===== src/hw/rtl/nalsc_pkg.sv =====
// nalsc_pkg: shared types, constants and codes of the nested argument-list checker
// used by nalsc_ctrl, nalsc_dpath and nested_arg_list_syntax_checker_top
`default_nettype none

package nalsc_pkg;

  // sizes
  localparam int POS_W     = 16;
  localparam int MAX_DEPTH = 16;
  localparam int NEST_W    = $clog2(MAX_DEPTH + 1);
  localparam int EV_CAP    = MAX_DEPTH + 4;
  localparam int CNT_W     = $clog2(EV_CAP + 1);

  // result kinds
  localparam logic [2:0] EV_TOKEN  = 3'd0;
  localparam logic [2:0] EV_OPEN   = 3'd1;
  localparam logic [2:0] EV_CLOSE  = 3'd2;
  localparam logic [2:0] EV_ERROR  = 3'd3;
  localparam logic [2:0] EV_FINISH = 3'd4;

  // error codes
  localparam logic [2:0] ERR_UNEXPECTED   = 3'd0;
  localparam logic [2:0] ERR_WRONG_DELIM  = 3'd1;
  localparam logic [2:0] ERR_DELIM_CLOSE  = 3'd2;
  localparam logic [2:0] ERR_COMMA_EXP    = 3'd3;
  localparam logic [2:0] ERR_SEMI_EXP     = 3'd4;
  localparam logic [2:0] ERR_DELIM_EXP    = 3'd5;
  localparam logic [2:0] ERR_UNTERMINATED = 3'd6;
  localparam logic [2:0] ERR_OVERFLOW     = 3'd7;

  // character class of an accepted item
  typedef enum logic [2:0] {
    CL_WS,
    CL_DELIM,
    CL_CLOSE,
    CL_TOKEN,
    CL_FIN
  } cls_e;

  // delimiter being processed
  typedef enum logic [1:0] {
    DL_OPEN,
    DL_COMMA,
    DL_SEMI
  } dlm_e;

  // where a delimiter sequence returns to
  typedef enum logic [1:0] {
    CTX_CHAR,
    CTX_TOK,
    CTX_FIN
  } ctx_e;

  // sequencer states
  typedef enum logic [3:0] {
    S_IDLE,
    S_POS,
    S_WS,
    S_CLOSE,
    S_TOK1,
    S_TOK2,
    S_D0,
    S_D1,
    S_D2,
    S_D3,
    S_CLOSES,
    S_INC,
    S_FIN,
    S_FINEV,
    S_FLUSH
  } ctl_state_e;

  // datapath operations
  typedef enum logic [3:0] {
    OP_IDLE,
    OP_POS,
    OP_WS,
    OP_CLOSE,
    OP_TOK1,
    OP_TOK2,
    OP_D0,
    OP_D1,
    OP_D2,
    OP_D3,
    OP_CLOSES,
    OP_INC,
    OP_FIN,
    OP_FINEV,
    OP_FLUSH
  } op_e;

  // parse flags
  typedef struct packed {
    logic open_pending;
    logic sep_seen;
    logic delim_at_close;
    logic empty_args;
    logic may_start;
    logic in_token;
  } flags_t;

  // one result item without its last mark
  typedef struct packed {
    logic [2:0]        kind;
    logic [POS_W-1:0]  tok_start;
    logic [POS_W-1:0]  tok_end;
    logic [NEST_W-1:0] depth;
    logic [2:0]        code;
    logic              ok;
  } evt_t;

  // controller to datapath
  typedef struct packed {
    op_e  op;
    logic accept;
  } dp_cmd_t;

  // datapath to controller
  typedef struct packed {
    logic blocked;
    cls_e cls;
    logic abort0;
    logic delim_at_close;
    logic empty_args;
    logic dch_open;
    logic pend_zero;
    logic in_token;
    logic may_start;
    logic nest_zero;
  } dp_stat_t;

endpackage

`default_nettype wire


===== src/hw/rtl/nalsc_ctrl.sv =====
// nalsc_ctrl: sequencer that walks one item through its parse steps
// depends on nalsc_pkg; drives nalsc_dpath by command and reads its status
`default_nettype none

module nalsc_ctrl
  import nalsc_pkg::*;
(
  input  wire logic     clk_i,
  input  wire logic     rst_ni,
  input  wire logic     in_valid_i,
  output logic          in_stall_o,
  output dp_cmd_t       cmd_o,
  input  wire dp_stat_t stat_i
);

  ctl_state_e state_q, state_d;
  ctx_e       ctx_q, ctx_d;

  // return point after a delimiter sequence
  ctl_state_e cont_s;
  always_comb begin
    case (ctx_q)
      CTX_TOK: cont_s = S_TOK2;
      CTX_FIN: cont_s = S_FINEV;
      default: cont_s = S_INC;
    endcase
  end

  // next state
  always_comb begin
    state_d = state_q;
    ctx_d   = ctx_q;
    if (!stat_i.blocked) begin
      case (state_q)
        S_IDLE: begin
          if (in_valid_i) state_d = S_POS;
        end
        S_POS: begin
          case (stat_i.cls)
            CL_FIN:   state_d = S_FIN;
            CL_WS:    state_d = S_WS;
            CL_CLOSE: state_d = S_CLOSE;
            CL_TOKEN: state_d = S_TOK1;
            default: begin
              state_d = S_D0;
              ctx_d   = CTX_CHAR;
            end
          endcase
        end
        S_WS:    state_d = S_INC;
        S_CLOSE: state_d = S_INC;
        S_TOK1: begin
          if (stat_i.in_token) begin
            state_d = S_INC;
          end else if (!stat_i.may_start) begin
            state_d = S_D0;
            ctx_d   = CTX_TOK;
          end else begin
            state_d = S_TOK2;
          end
        end
        S_TOK2: state_d = S_INC;
        S_D0: begin
          if (stat_i.abort0) state_d = cont_s;
          else if (stat_i.delim_at_close) state_d = S_CLOSES;
          else state_d = S_D1;
        end
        S_D1: begin
          state_d = stat_i.empty_args ? S_CLOSES : S_D2;
        end
        S_D2: begin
          state_d = stat_i.dch_open ? S_D3 : S_CLOSES;
        end
        S_D3: state_d = S_CLOSES;
        S_CLOSES: begin
          if (stat_i.pend_zero) state_d = cont_s;
        end
        S_INC: state_d = S_FLUSH;
        S_FIN: begin
          ctx_d = CTX_FIN;
          if (!stat_i.may_start) state_d = S_D0;
          else if (!stat_i.nest_zero) state_d = S_CLOSES;
          else state_d = S_FINEV;
        end
        S_FINEV: state_d = S_FLUSH;
        S_FLUSH: state_d = S_IDLE;
        default: state_d = S_IDLE;
      endcase
    end
  end

  // command outputs
  always_comb begin
    in_stall_o   = (state_q != S_IDLE);
    cmd_o.accept = (state_q == S_IDLE) && in_valid_i;
    case (state_q)
      S_POS:    cmd_o.op = OP_POS;
      S_WS:     cmd_o.op = OP_WS;
      S_CLOSE:  cmd_o.op = OP_CLOSE;
      S_TOK1:   cmd_o.op = OP_TOK1;
      S_TOK2:   cmd_o.op = OP_TOK2;
      S_D0:     cmd_o.op = OP_D0;
      S_D1:     cmd_o.op = OP_D1;
      S_D2:     cmd_o.op = OP_D2;
      S_D3:     cmd_o.op = OP_D3;
      S_CLOSES: cmd_o.op = OP_CLOSES;
      S_INC:    cmd_o.op = OP_INC;
      S_FIN:    cmd_o.op = OP_FIN;
      S_FINEV:  cmd_o.op = OP_FINEV;
      S_FLUSH:  cmd_o.op = OP_FLUSH;
      default:  cmd_o.op = OP_IDLE;
    endcase
  end

  // state registers
  always_ff @(posedge clk_i or negedge rst_ni) begin
    if (!rst_ni) begin
      state_q <= S_IDLE;
      ctx_q   <= CTX_CHAR;
    end else begin
      state_q <= state_d;
      ctx_q   <= ctx_d;
    end
  end

endmodule

`default_nettype wire


===== src/hw/rtl/nalsc_dpath.sv =====
// nalsc_dpath: parse state, step operations, result hold stage and output register
// depends on nalsc_pkg; sequenced by nalsc_ctrl
`default_nettype none

module nalsc_dpath
  import nalsc_pkg::*;
(
  input  wire logic       clk_i,
  input  wire logic       rst_ni,
  input  wire logic       cfg_we_i,
  input  wire logic       cfg_wdata_i,
  input  wire logic [7:0] in_ch_i,
  input  wire logic       in_end_of_input_i,
  input  wire dp_cmd_t    cmd_i,
  output dp_stat_t        stat_o,
  output logic            out_valid_o,
  input  wire logic       out_stall_i,
  output evt_t            out_evt_o,
  output logic            out_last_o
);

  // character codes
  localparam logic [7:0] CH_NUL   = 8'h00;
  localparam logic [7:0] CH_TAB   = 8'h09;
  localparam logic [7:0] CH_LF    = 8'h0A;
  localparam logic [7:0] CH_CR    = 8'h0D;
  localparam logic [7:0] CH_SP    = 8'h20;
  localparam logic [7:0] CH_OPEN  = 8'h28;
  localparam logic [7:0] CH_CLOSE = 8'h29;
  localparam logic [7:0] CH_COMMA = 8'h2C;
  localparam logic [7:0] CH_SEMI  = 8'h3B;

  localparam logic [NEST_W-1:0] MAX_NEST = NEST_W'(MAX_DEPTH);
  localparam logic [CNT_W-1:0]  CNT_CAP  = CNT_W'(EV_CAP);
  localparam flags_t FLAGS_RST = '{may_start: 1'b1, default: 1'b0};

  function automatic cls_e char_class(input logic [7:0] ch, input logic eoi);
    cls_e c;
    if (eoi || ch == CH_NUL) begin
      c = CL_FIN;
    end else begin
      case (ch)
        CH_SP, CH_LF, CH_CR, CH_TAB: c = CL_WS;
        CH_OPEN, CH_COMMA, CH_SEMI:  c = CL_DELIM;
        CH_CLOSE:                    c = CL_CLOSE;
        default:                     c = CL_TOKEN;
      endcase
    end
    return c;
  endfunction

  function automatic dlm_e char_delim(input logic [7:0] ch);
    dlm_e d;
    case (ch)
      CH_OPEN:  d = DL_OPEN;
      CH_COMMA: d = DL_COMMA;
      default:  d = DL_SEMI;
    endcase
    return d;
  endfunction

  function automatic evt_t mk_evt(input logic [2:0] kind, input logic [POS_W-1:0] a,
                                  input logic [POS_W-1:0] b, input logic [NEST_W-1:0] d,
                                  input logic [2:0] code, input logic ok);
    evt_t e;
    e.kind      = kind;
    e.tok_start = a;
    e.tok_end   = b;
    e.depth     = d;
    e.code      = code;
    e.ok        = ok;
    return e;
  endfunction

  // parse state
  logic [POS_W-1:0]  pos_q, pos_d;
  logic [NEST_W-1:0] nest_q, nest_d;
  logic [NEST_W-1:0] pend_q, pend_d;
  logic [POS_W-1:0]  tstart_q, tstart_d;
  logic [POS_W-1:0]  tend_q, tend_d;
  logic              tend_v_q, tend_v_d;
  flags_t            flags_q, flags_d;
  logic              success_q, success_d;
  logic              trace_q;
  cls_e              cls_q, cls_d;
  dlm_e              dch_q, dch_d;

  // result path
  logic [CNT_W-1:0]  cnt_q;
  evt_t              hold_q;
  logic              hold_v_q;
  evt_t              out_q;
  logic              out_last_q;
  logic              out_v_q;

  evt_t              ev;
  logic              ev_want;

  // derived values
  logic              pos_sat;
  logic [POS_W-1:0]  pos_m1;
  logic [NEST_W-1:0] nest_m1;
  logic              arg_nz;
  logic              abort0;
  logic [POS_W-1:0]  tend_eff;

  assign pos_sat  = (pos_q == {POS_W{1'b1}});
  assign pos_m1   = (pos_q != '0) ? pos_q - POS_W'(1) : '0;
  assign nest_m1  = (nest_q != '0) ? nest_q - NEST_W'(1) : '0;
  assign arg_nz   = (nest_q > pend_q);
  assign abort0   = (flags_q.may_start && !flags_q.empty_args) ||
                    (dch_q == DL_OPEN && pend_q != '0);
  assign tend_eff = tend_v_q ? tend_q : pos_m1;

  // step operations
  always_comb begin
    pos_d     = pos_q;
    nest_d    = nest_q;
    pend_d    = pend_q;
    tstart_d  = tstart_q;
    tend_d    = tend_q;
    tend_v_d  = tend_v_q;
    flags_d   = flags_q;
    success_d = success_q;
    cls_d     = cls_q;
    dch_d     = dch_q;
    ev_want   = 1'b0;
    ev        = '0;
    case (cmd_i.op)
      OP_IDLE: begin
        if (cmd_i.accept) begin
          cls_d = char_class(in_ch_i, in_end_of_input_i);
          dch_d = char_delim(in_ch_i);
        end
      end
      OP_POS: begin
        if (cls_q != CL_FIN && pos_sat) begin
          ev_want   = 1'b1;
          ev        = mk_evt(EV_ERROR, pos_q, pos_q, nest_q, ERR_OVERFLOW, 1'b0);
          success_d = 1'b0;
        end
      end
      OP_WS: begin
        if (flags_q.in_token) begin
          tend_d           = pos_m1;
          tend_v_d         = 1'b1;
          flags_d.in_token = 1'b0;
        end
      end
      OP_CLOSE: begin
        if (flags_q.in_token) begin
          tend_d           = pos_m1;
          tend_v_d         = 1'b1;
          flags_d.in_token = 1'b0;
        end
        if (arg_nz) begin
          pend_d = pend_q + NEST_W'(1);
          if (flags_q.sep_seen) begin
            ev_want                = 1'b1;
            ev = mk_evt(EV_ERROR, pos_q, pos_q, nest_q, ERR_DELIM_CLOSE, 1'b0);
            success_d              = 1'b0;
            flags_d.sep_seen       = 1'b0;
            flags_d.may_start      = 1'b0;
            flags_d.delim_at_close = 1'b1;
          end else if (flags_q.may_start) begin
            flags_d.may_start  = 1'b0;
            flags_d.empty_args = 1'b1;
          end
        end else begin
          ev_want   = 1'b1;
          ev        = mk_evt(EV_ERROR, pos_q, pos_q, nest_q, ERR_UNEXPECTED, 1'b0);
          success_d = 1'b0;
        end
      end
      OP_TOK1: begin
        // missing separator: report it and queue an implied one
        if (!flags_q.in_token && !flags_q.may_start) begin
          ev_want   = 1'b1;
          ev        = mk_evt(EV_ERROR, pos_q, pos_q, nest_q,
                             arg_nz ? ERR_COMMA_EXP : ERR_SEMI_EXP, 1'b0);
          success_d = 1'b0;
          dch_d     = arg_nz ? DL_COMMA : DL_SEMI;
        end
      end
      OP_TOK2: begin
        if (flags_q.may_start) begin
          flags_d.in_token  = 1'b1;
          flags_d.may_start = 1'b0;
          flags_d.sep_seen  = 1'b0;
          tstart_d          = pos_q;
          tend_v_d          = 1'b0;
        end
      end
      OP_D0: begin
        if (abort0) begin
          ev_want   = 1'b1;
          ev        = mk_evt(EV_ERROR, pos_q, pos_q, nest_q, ERR_UNEXPECTED, 1'b0);
          success_d = 1'b0;
        end else begin
          if ((dch_q == DL_SEMI && arg_nz) || (dch_q == DL_COMMA && !arg_nz)) begin
            ev_want   = 1'b1;
            ev        = mk_evt(EV_ERROR, pos_q, pos_q, nest_q, ERR_WRONG_DELIM, 1'b0);
            success_d = 1'b0;
          end
          if (nest_q != '0 && dch_q != DL_OPEN) flags_d.sep_seen = 1'b1;
          flags_d.in_token       = 1'b0;
          flags_d.may_start      = 1'b1;
          flags_d.delim_at_close = 1'b0;
        end
      end
      OP_D1: begin
        if (flags_q.open_pending) begin
          flags_d.open_pending = 1'b0;
          if (!flags_q.empty_args && trace_q) begin
            ev_want = 1'b1;
            ev      = mk_evt(EV_OPEN, '0, '0, nest_m1, '0, 1'b0);
          end
        end
      end
      OP_D2: begin
        if (!tend_v_q) begin
          tend_d   = pos_m1;
          tend_v_d = 1'b1;
        end
        if (tend_eff >= tstart_q && trace_q) begin
          ev_want = 1'b1;
          ev      = mk_evt(EV_TOKEN, tstart_q, tend_eff, nest_q, '0, 1'b0);
        end
      end
      OP_D3: begin
        if (nest_q >= MAX_NEST) begin
          ev_want   = 1'b1;
          ev        = mk_evt(EV_ERROR, pos_q, pos_q, nest_q, ERR_OVERFLOW, 1'b0);
          success_d = 1'b0;
        end else begin
          nest_d               = nest_q + NEST_W'(1);
          flags_d.open_pending = 1'b1;
        end
      end
      OP_CLOSES: begin
        // one waiting close per step; an empty list swallows its close event
        if (pend_q != '0) begin
          nest_d = nest_m1;
          pend_d = pend_q - NEST_W'(1);
          if (!flags_q.empty_args) begin
            if (trace_q) begin
              ev_want = 1'b1;
              ev      = mk_evt(EV_CLOSE, '0, '0, nest_m1, '0, 1'b0);
            end
          end else begin
            flags_d.empty_args = 1'b0;
          end
        end
      end
      OP_INC: begin
        if (!pos_sat) pos_d = pos_q + POS_W'(1);
      end
      OP_FIN: begin
        if (!flags_q.may_start) begin
          ev_want   = 1'b1;
          ev        = mk_evt(EV_ERROR, pos_q, pos_q, nest_q, ERR_DELIM_EXP, 1'b0);
          success_d = 1'b0;
          dch_d     = arg_nz ? DL_COMMA : DL_SEMI;
        end else if (nest_q != '0) begin
          ev_want   = 1'b1;
          ev        = mk_evt(EV_ERROR, pos_q, pos_q, nest_q, ERR_UNTERMINATED, 1'b0);
          success_d = 1'b0;
          pend_d    = nest_q;
        end
      end
      OP_FINEV: begin
        ev_want   = 1'b1;
        ev        = mk_evt(EV_FINISH, '0, '0, nest_q, '0, success_q);
        // back to the start of a new stream
        pos_d     = '0;
        nest_d    = '0;
        pend_d    = '0;
        tstart_d  = '0;
        tend_d    = '0;
        tend_v_d  = 1'b0;
        flags_d   = FLAGS_RST;
        success_d = 1'b1;
      end
      default: begin
      end
    endcase
  end

  // result path control: the newest item waits in the hold stage until the
  // next one shows up or the input item is done, so its last mark is known
  logic out_take, out_free, ev_put, flush, blocked, move;
  assign out_take = out_v_q && !out_stall_i;
  assign out_free = !out_v_q || out_take;
  assign ev_put   = ev_want && (cnt_q < CNT_CAP);
  assign flush    = (cmd_i.op == OP_FLUSH) && hold_v_q;
  assign blocked  = (ev_put || flush) && hold_v_q && !out_free;
  assign move     = !blocked && hold_v_q && (ev_put || flush);

  // parse state registers
  always_ff @(posedge clk_i or negedge rst_ni) begin
    if (!rst_ni) begin
      pos_q     <= '0;
      nest_q    <= '0;
      pend_q    <= '0;
      tstart_q  <= '0;
      tend_q    <= '0;
      tend_v_q  <= 1'b0;
      flags_q   <= FLAGS_RST;
      success_q <= 1'b1;
    end else if (!blocked) begin
      pos_q     <= pos_d;
      nest_q    <= nest_d;
      pend_q    <= pend_d;
      tstart_q  <= tstart_d;
      tend_q    <= tend_d;
      tend_v_q  <= tend_v_d;
      flags_q   <= flags_d;
      success_q <= success_d;
    end
  end

  // trace enable register
  always_ff @(posedge clk_i or negedge rst_ni) begin
    if (!rst_ni) begin
      trace_q <= 1'b1;
    end else if (cfg_we_i) begin
      trace_q <= cfg_wdata_i;
    end
  end

  // latched item class and delimiter
  always_ff @(posedge clk_i) begin
    if (!blocked) begin
      cls_q <= cls_d;
      dch_q <= dch_d;
    end
  end

  // result counters and valid flags
  always_ff @(posedge clk_i or negedge rst_ni) begin
    if (!rst_ni) begin
      cnt_q    <= '0;
      hold_v_q <= 1'b0;
      out_v_q  <= 1'b0;
    end else begin
      if (cmd_i.accept) begin
        cnt_q <= '0;
      end else if (!blocked && ev_put) begin
        cnt_q <= cnt_q + CNT_W'(1);
      end
      if (!blocked && ev_put) begin
        hold_v_q <= 1'b1;
      end else if (move) begin
        hold_v_q <= 1'b0;
      end
      if (move) begin
        out_v_q <= 1'b1;
      end else if (out_take) begin
        out_v_q <= 1'b0;
      end
    end
  end

  // result payload
  always_ff @(posedge clk_i) begin
    if (!blocked && ev_put) begin
      hold_q <= ev;
    end
    if (move) begin
      out_q      <= hold_q;
      out_last_q <= flush;
    end
  end

  // status to the sequencer
  always_comb begin
    stat_o.blocked        = blocked;
    stat_o.cls            = cls_q;
    stat_o.abort0         = abort0;
    stat_o.delim_at_close = flags_q.delim_at_close;
    stat_o.empty_args     = flags_q.empty_args;
    stat_o.dch_open       = (dch_q == DL_OPEN);
    stat_o.pend_zero      = (pend_q == '0);
    stat_o.in_token       = flags_q.in_token;
    stat_o.may_start      = flags_q.may_start;
    stat_o.nest_zero      = (nest_q == '0);
  end

  assign out_valid_o = out_v_q;
  assign out_evt_o   = out_q;
  assign out_last_o  = out_last_q;

endmodule

`default_nettype wire


===== src/hw/rtl/nested_arg_list_syntax_checker_top.sv =====
// Nested argument-list syntax checker, one character item in, trace results out.
// A character is accepted only while the block is idle. The step sequencer in
// nalsc_ctrl walks each item through its parse steps, one parse step per cycle;
// a ',' or ';' runs the delimiter steps, a '(' adds a nesting step to them, and
// the close step repeats for every waiting group close applied. A token
// character that needs an implied separator also runs the delimiter steps. A
// step that has to place a result waits while the output register is held by
// stall. An end item repeats the close step for every group left open.
// Results of one item come out in order, the last one marked with out_last_o;
// after the finish result the parse starts over. emit_trace (cfg_wdata_i,
// reset 1) may be written only while the block is idle.
// depends on nalsc_pkg, nalsc_ctrl and nalsc_dpath
`default_nettype none

module nested_arg_list_syntax_checker_top
  import nalsc_pkg::*;
(
  input  wire logic              clk_i,
  input  wire logic              rst_ni,
  input  wire logic              cfg_we_i,
  input  wire logic              cfg_wdata_i,
  input  wire logic              in_valid_i,
  output logic                   in_stall_o,
  input  wire logic [7:0]        in_ch_i,
  input  wire logic              in_end_of_input_i,
  output logic                   out_valid_o,
  input  wire logic              out_stall_i,
  output logic [2:0]             out_kind_o,
  output logic [POS_W-1:0]       out_tok_start_o,
  output logic [POS_W-1:0]       out_tok_end_o,
  output logic [NEST_W-1:0]      out_depth_o,
  output logic [2:0]             out_error_code_o,
  output logic                   out_ok_o,
  output logic                   out_last_o
);

  dp_cmd_t  cmd;
  dp_stat_t stat;
  evt_t     out_evt;

  // step sequencer
  nalsc_ctrl u_ctrl (
    .clk_i      (clk_i),
    .rst_ni     (rst_ni),
    .in_valid_i (in_valid_i),
    .in_stall_o (in_stall_o),
    .cmd_o      (cmd),
    .stat_i     (stat)
  );

  // parse state and result path
  nalsc_dpath u_dpath (
    .clk_i             (clk_i),
    .rst_ni            (rst_ni),
    .cfg_we_i          (cfg_we_i),
    .cfg_wdata_i       (cfg_wdata_i),
    .in_ch_i           (in_ch_i),
    .in_end_of_input_i (in_end_of_input_i),
    .cmd_i             (cmd),
    .stat_o            (stat),
    .out_valid_o       (out_valid_o),
    .out_stall_i       (out_stall_i),
    .out_evt_o         (out_evt),
    .out_last_o        (out_last_o)
  );

  // result fields
  assign out_kind_o       = out_evt.kind;
  assign out_tok_start_o  = out_evt.tok_start;
  assign out_tok_end_o    = out_evt.tok_end;
  assign out_depth_o      = out_evt.depth;
  assign out_error_code_o = out_evt.code;
  assign out_ok_o         = out_evt.ok;

`ifndef SYNTHESIS
  // a finish result always closes the results of its item
  a_finish_last: assert property (@(posedge clk_i) disable iff (!rst_ni)
    out_valid_o && out_kind_o == EV_FINISH |-> out_last_o)
    else $error("finish result without last mark");

  // only error results carry an error code
  a_code_err_only: assert property (@(posedge clk_i) disable iff (!rst_ni)
    out_valid_o && out_kind_o != EV_ERROR |-> out_error_code_o == 3'd0)
    else $error("error code on a non-error result");

  // an accepted item keeps the input stalled while it is worked on
  a_busy_after_accept: assert property (@(posedge clk_i) disable iff (!rst_ni)
    in_valid_i && !in_stall_o |=> in_stall_o)
    else $error("input not stalled after accept");

  // reported depth never exceeds the nesting limit
  a_depth_bound: assert property (@(posedge clk_i) disable iff (!rst_ni)
    out_valid_o |-> out_depth_o <= NEST_W'(MAX_DEPTH))
    else $error("result depth beyond nesting limit");
`endif

endmodule

`default_nettype wire


===== config.mk =====
export PLATFORM = sky130hd
export DESIGN_NAME = nested_arg_list_syntax_checker_top
export DESIGN_NICKNAME = d
export VERILOG_FILES = /design/src/hw/rtl/nalsc_pkg.sv /design/src/hw/rtl/nalsc_ctrl.sv /design/src/hw/rtl/nalsc_dpath.sv /design/src/hw/rtl/nested_arg_list_syntax_checker_top.sv
export SDC_FILE = /design/constraint.sdc
export NUM_CORES = 1
export LEC_CHECK = 0
export BUFFER_PORTS_ARGS = -buffer_cell sky130_fd_sc_hd__buf_2
export CAP_MARGIN = 0
export CORE_MARGIN = 1
export CORE_UTILIZATION = 35
export CTS_CLUSTER_SIZE = 14
export DETAILED_ROUTE_END_ITERATION = 6
export GPL_TIMING_DRIVEN = 0
export PLACE_DENSITY = 0.52
export SLEW_MARGIN = 20
export SYNTH_ARGS = -nofsm -noshare
export SYNTH_HDL_FRONTEND = slang
export SYNTH_SLANG_ARGS = --single-unit

===== constraint.sdc =====
create_clock -name clk_i -period 10.3 [get_ports clk_i]
set_clock_uncertainty 0.1 [all_clocks]
set_input_delay 2.06 -clock clk_i [delete_from_list [all_inputs] [get_ports clk_i]]
set_output_delay 2.06 -clock clk_i [all_outputs]
set_load 0.02 [all_outputs]

==> reports/qor.txt <==
Largest net degree at the start of global routing -> 50
Leak Pwr -> 4.35 nW
Min cycle time layout -> 6.27 ns
Overall routed net length -> 25700 µm
EDFF count, synth -> 94
Routed WL per cell -> 19.0 µm
Syn Nets -> 965
Met3 Use GR -> 0.0277
Final critical-path share of the clock period -> 0.609
Critical path class -> register to register
Worst Tran Pin Value -> 0.970 ns
Internal power -> 2.05 mW
Io pins -> 62
Die Area -> 27300 µm²
# setup viols final -> 0
GRT met1 Usage -> 0.254
Post-synthesis instance area -> 9320 µm²
Diodes inserted -> 0
Critical Path AT -> 6.34 ns
Clock transition at path regs -> 0.07 ns
Vias per inst -> 5.47
Clk sinks -> 174
Layout cells sized above 1 -> 0.130
Initial antenna violation count -> 0
Post-CTS Setup Inserts -> 0
PD cells -> 333 nW/µm²
Unrepaired setup endpoints after global routing -> no
Slowest CP cell -> o211ai_1
Post-route worst setup slack -> 4.03 ns
Total power -> 3.57 mW
Sw frac -> 0.425
Port Buffer Count -> 61
Clock power share -> 0.175
Final instance area -> 10700 µm²
Met2 Track Usage GR -> 0.346
Sequential power share -> 0.352
Comb pwr share -> 0.473
Total GRT Usage -> 0.199
Worst setup EP type -> register
CTS buffer count -> 17
Place WS -> 3.98 ns
Vias in the first global route -> 7472
Avg Cell Area, Syn -> 10.1 µm²
Register area share after synthesis -> 0.518
DIE HEIGHT -> 165 µm
Final Hold Fails -> 0
Gpl congestion -> 0.903
Row count -> 59
Synthesized flop and latch total -> 174
Grt total ovfl -> 0
GR peak layer -> met2
CP max stage delay -> 0.69 ns
Inst Count DP -> 1318
Hold Crit Class -> register to register
Ys flop type -> edfxtp_1
Final non-filler cell total -> 1350
Crit-path leading delay family -> simple AND/OR/NAND/NOR gates
Min Hold Slack -> 0.311 ns
Post-layout util -> 0.411
Setup crit start kind -> register
Critical path required time -> 10.38 ns
Crit-path cells -> buf_2 -> or4_1 -> or3_1 -> nor3_1 -> and3_1 -> clkbuf_1 -> o31ai_1 -> ha_1 -> a21o_1 -> a31oi_1 -> nand3_1 -> o31a_1 -> clkbuf_1 -> or2_1 -> clkbuf_1 -> o211ai_1 -> inv_2 -> buf_12
Starting DRC count in detailed routing -> 486
H-tree Lvls -> 4
CTS tree -> yes
Post-CTS sizing -> 0
Max Clk Rate -> 0.160 GHz
Detail Route Antenna Nets -> 0
Core area -> 26100 µm²
Nets -> 1049
Post-synthesis cell type count -> 73
Fin. max-slew vios -> 0
Clock Path Buffers -> 2
Peak VDD IR -> 0.185 mV
Clk Latency, worst-skew pair -> 0.43 ns
1st-pass router iterations -> 5
First-pass GRT wire length -> 41100 µm
DIE WIDTH -> 165 µm
Routed vias -> 7379
Max-cap violations -> 0
Synth Instances -> 918
DRC -> 0
Relative slew slack -> 0.354
Hold-fix buffers, CTS -> 0
Crit path max fanout -> 30
Initial Utilization -> 0.358
Synth-to-layout area growth -> 15.0%
Number of synthesis warnings -> 0
Most used cell along the critical path -> clkbuf_1
NetSw -> 1.52 mW
CP bufs+invs -> 6
Area after DPL -> 10200 µm²
FFs w/ async S/R, synth -> 0.460
Status -> finished, final reports clean
Clock tree root driver cell -> clkbuf_16
Setup TNS -> 0 ns
DP Wirelength -> 18900 µm
sequential cells by signal (all words and copies together), names as in the netlist, 4 cells and up:
| signal | count |
|---|---|
| u_dpath.pend_q | 5 |
| u_dpath.hold_q | 44 |
| u_dpath.out_evt_o | 44 |
| u_dpath.nest_q | 5 |
| u_dpath.stat_o | 4 |
| u_dpath.tend_q | 16 |
| u_dpath.pos_q | 16 |
| u_ctrl.state_q | 4 |
| u_dpath.cnt_q | 5 |
| u_dpath.tstart_q | 16 |
layer usage:
layer  part of all wire  routed length (µm)  vias to the layer above
met4              0.017                 427                        0
met5                  0                   0                        -
met3              0.034                 866                       33
li1                   -                   -                     3552
met1               0.45               11600                     3630
met2               0.50               12700                      164
synthesized netlist by cell type, types with 10 or more instances:
master    count  area, µm²
nand2_1      98        368
edfxtp_1     94       2820
dfrtp_1      77       1930
nor2_1       68        255
o21ai_0      64        320
a21oi_1      57        285
inv_1        43        161
clkbuf_1     36        135
ha_1         31        388
nand3_1      27        135
mux2i_1      26        260
a22o_1       24        210
nor3_1       24        120
o31ai_1      23        173
buf_2        13       65.1
nor2b_1      12       75.1
or4_1        12       90.1
a31oi_1      10       62.6
or3_1        10       62.6
xnor2_1      10       87.6
power groups by stage:
stage | logic [mW] | registers, mW | clock network [mW]
finish | 1.69 | 1.26 | 0.624
CTS | 1.70 | 1.26 | 0.640
detailed placement | 1.69 | 1.27 | 0
global route | 1.89 | 1.30 | 0.667
global placement | 1.63 | 1.29 | 0
floorplan | 1.04 | 1.37 | 0
worst register-to-register path, stage by stage, from the launching register on:
cell and delay (ns):
dfrtp_1 0.36, buf_2 0.19, or4_1 0.60, or3_1 0.37
nor3_1 0.28, and3_1 0.26, clkbuf_1 0.41, o31ai_1 0.19
ha_1 0.33, a21o_1 0.19, a31oi_1 0.23, nand3_1 0.16
o31a_1 0.26, clkbuf_1 0.28, or2_1 0.31, clkbuf_1 0.13
o211ai_1 0.69, inv_2 0.39, buf_12 0.28
cell type report:
class / count / area [µm²]
fillers: 2573 / 15300
flip-flops and latches: 174 / 4830
multi-input cells: 642 / 4090
clock buffers: 20 / 437
well taps: 335 / 419
repair buffers: 65 / 414
plain buffers: 56 / 234
inverters: 46 / 173
clock inverters: 12 / 115
kinds of logic after synthesis:
| logic type | Yosys count | synth area share |
|---|---|---|
| and+or+nand+nor | 312 | 0.166 |
| AOI/OAI and AO/OA | 248 | 0.175 |
| DFF | 174 | 0.518 |
| buffers and inverters | 102 | 0.0436 |
| muxes | 34 | 0.0388 |
| adders and majority gates | 32 | 0.0438 |
| xor gates and xnor gates | 16 | 0.0150 |
path summary, 6_finish.rpt:
check | from | end | slack [ns] | cells past startpoint
setup reg to reg | u_dpath.pos_q[8] | u_dpath.hold_q[12] | 4.03 | 18
min in group asynchronous | rst_ni | u_dpath.pend_q[2] | 1.41 | 1
setup / recovery | u_dpath.pos_q[8] | u_dpath.hold_q[12] | 4.03 | 18
hold reg to reg | u_dpath.hold_q[38] | u_dpath.out_evt_o[38] | 0.31 | 0
hold / removal | u_dpath.hold_q[38] | u_dpath.out_evt_o[38] | 0.31 | 0
max in group asynchronous | rst_ni | u_dpath.success_q | 8.05 | 2
layout by cell type (no fill, tap or decap), drive strengths merged, types with 23 or more instances in the layout:
cell / n
nand2: 99
edfxtp: 94
buf: 85
dfrtp: 77
nor2: 68
o21ai: 65
a21oi: 57
clkbuf: 56
inv: 49
ha: 31
nand3: 28
mux2i: 26
nor3: 25
a22o: 24
o31ai: 23
(Power assumes the default switching activity.)
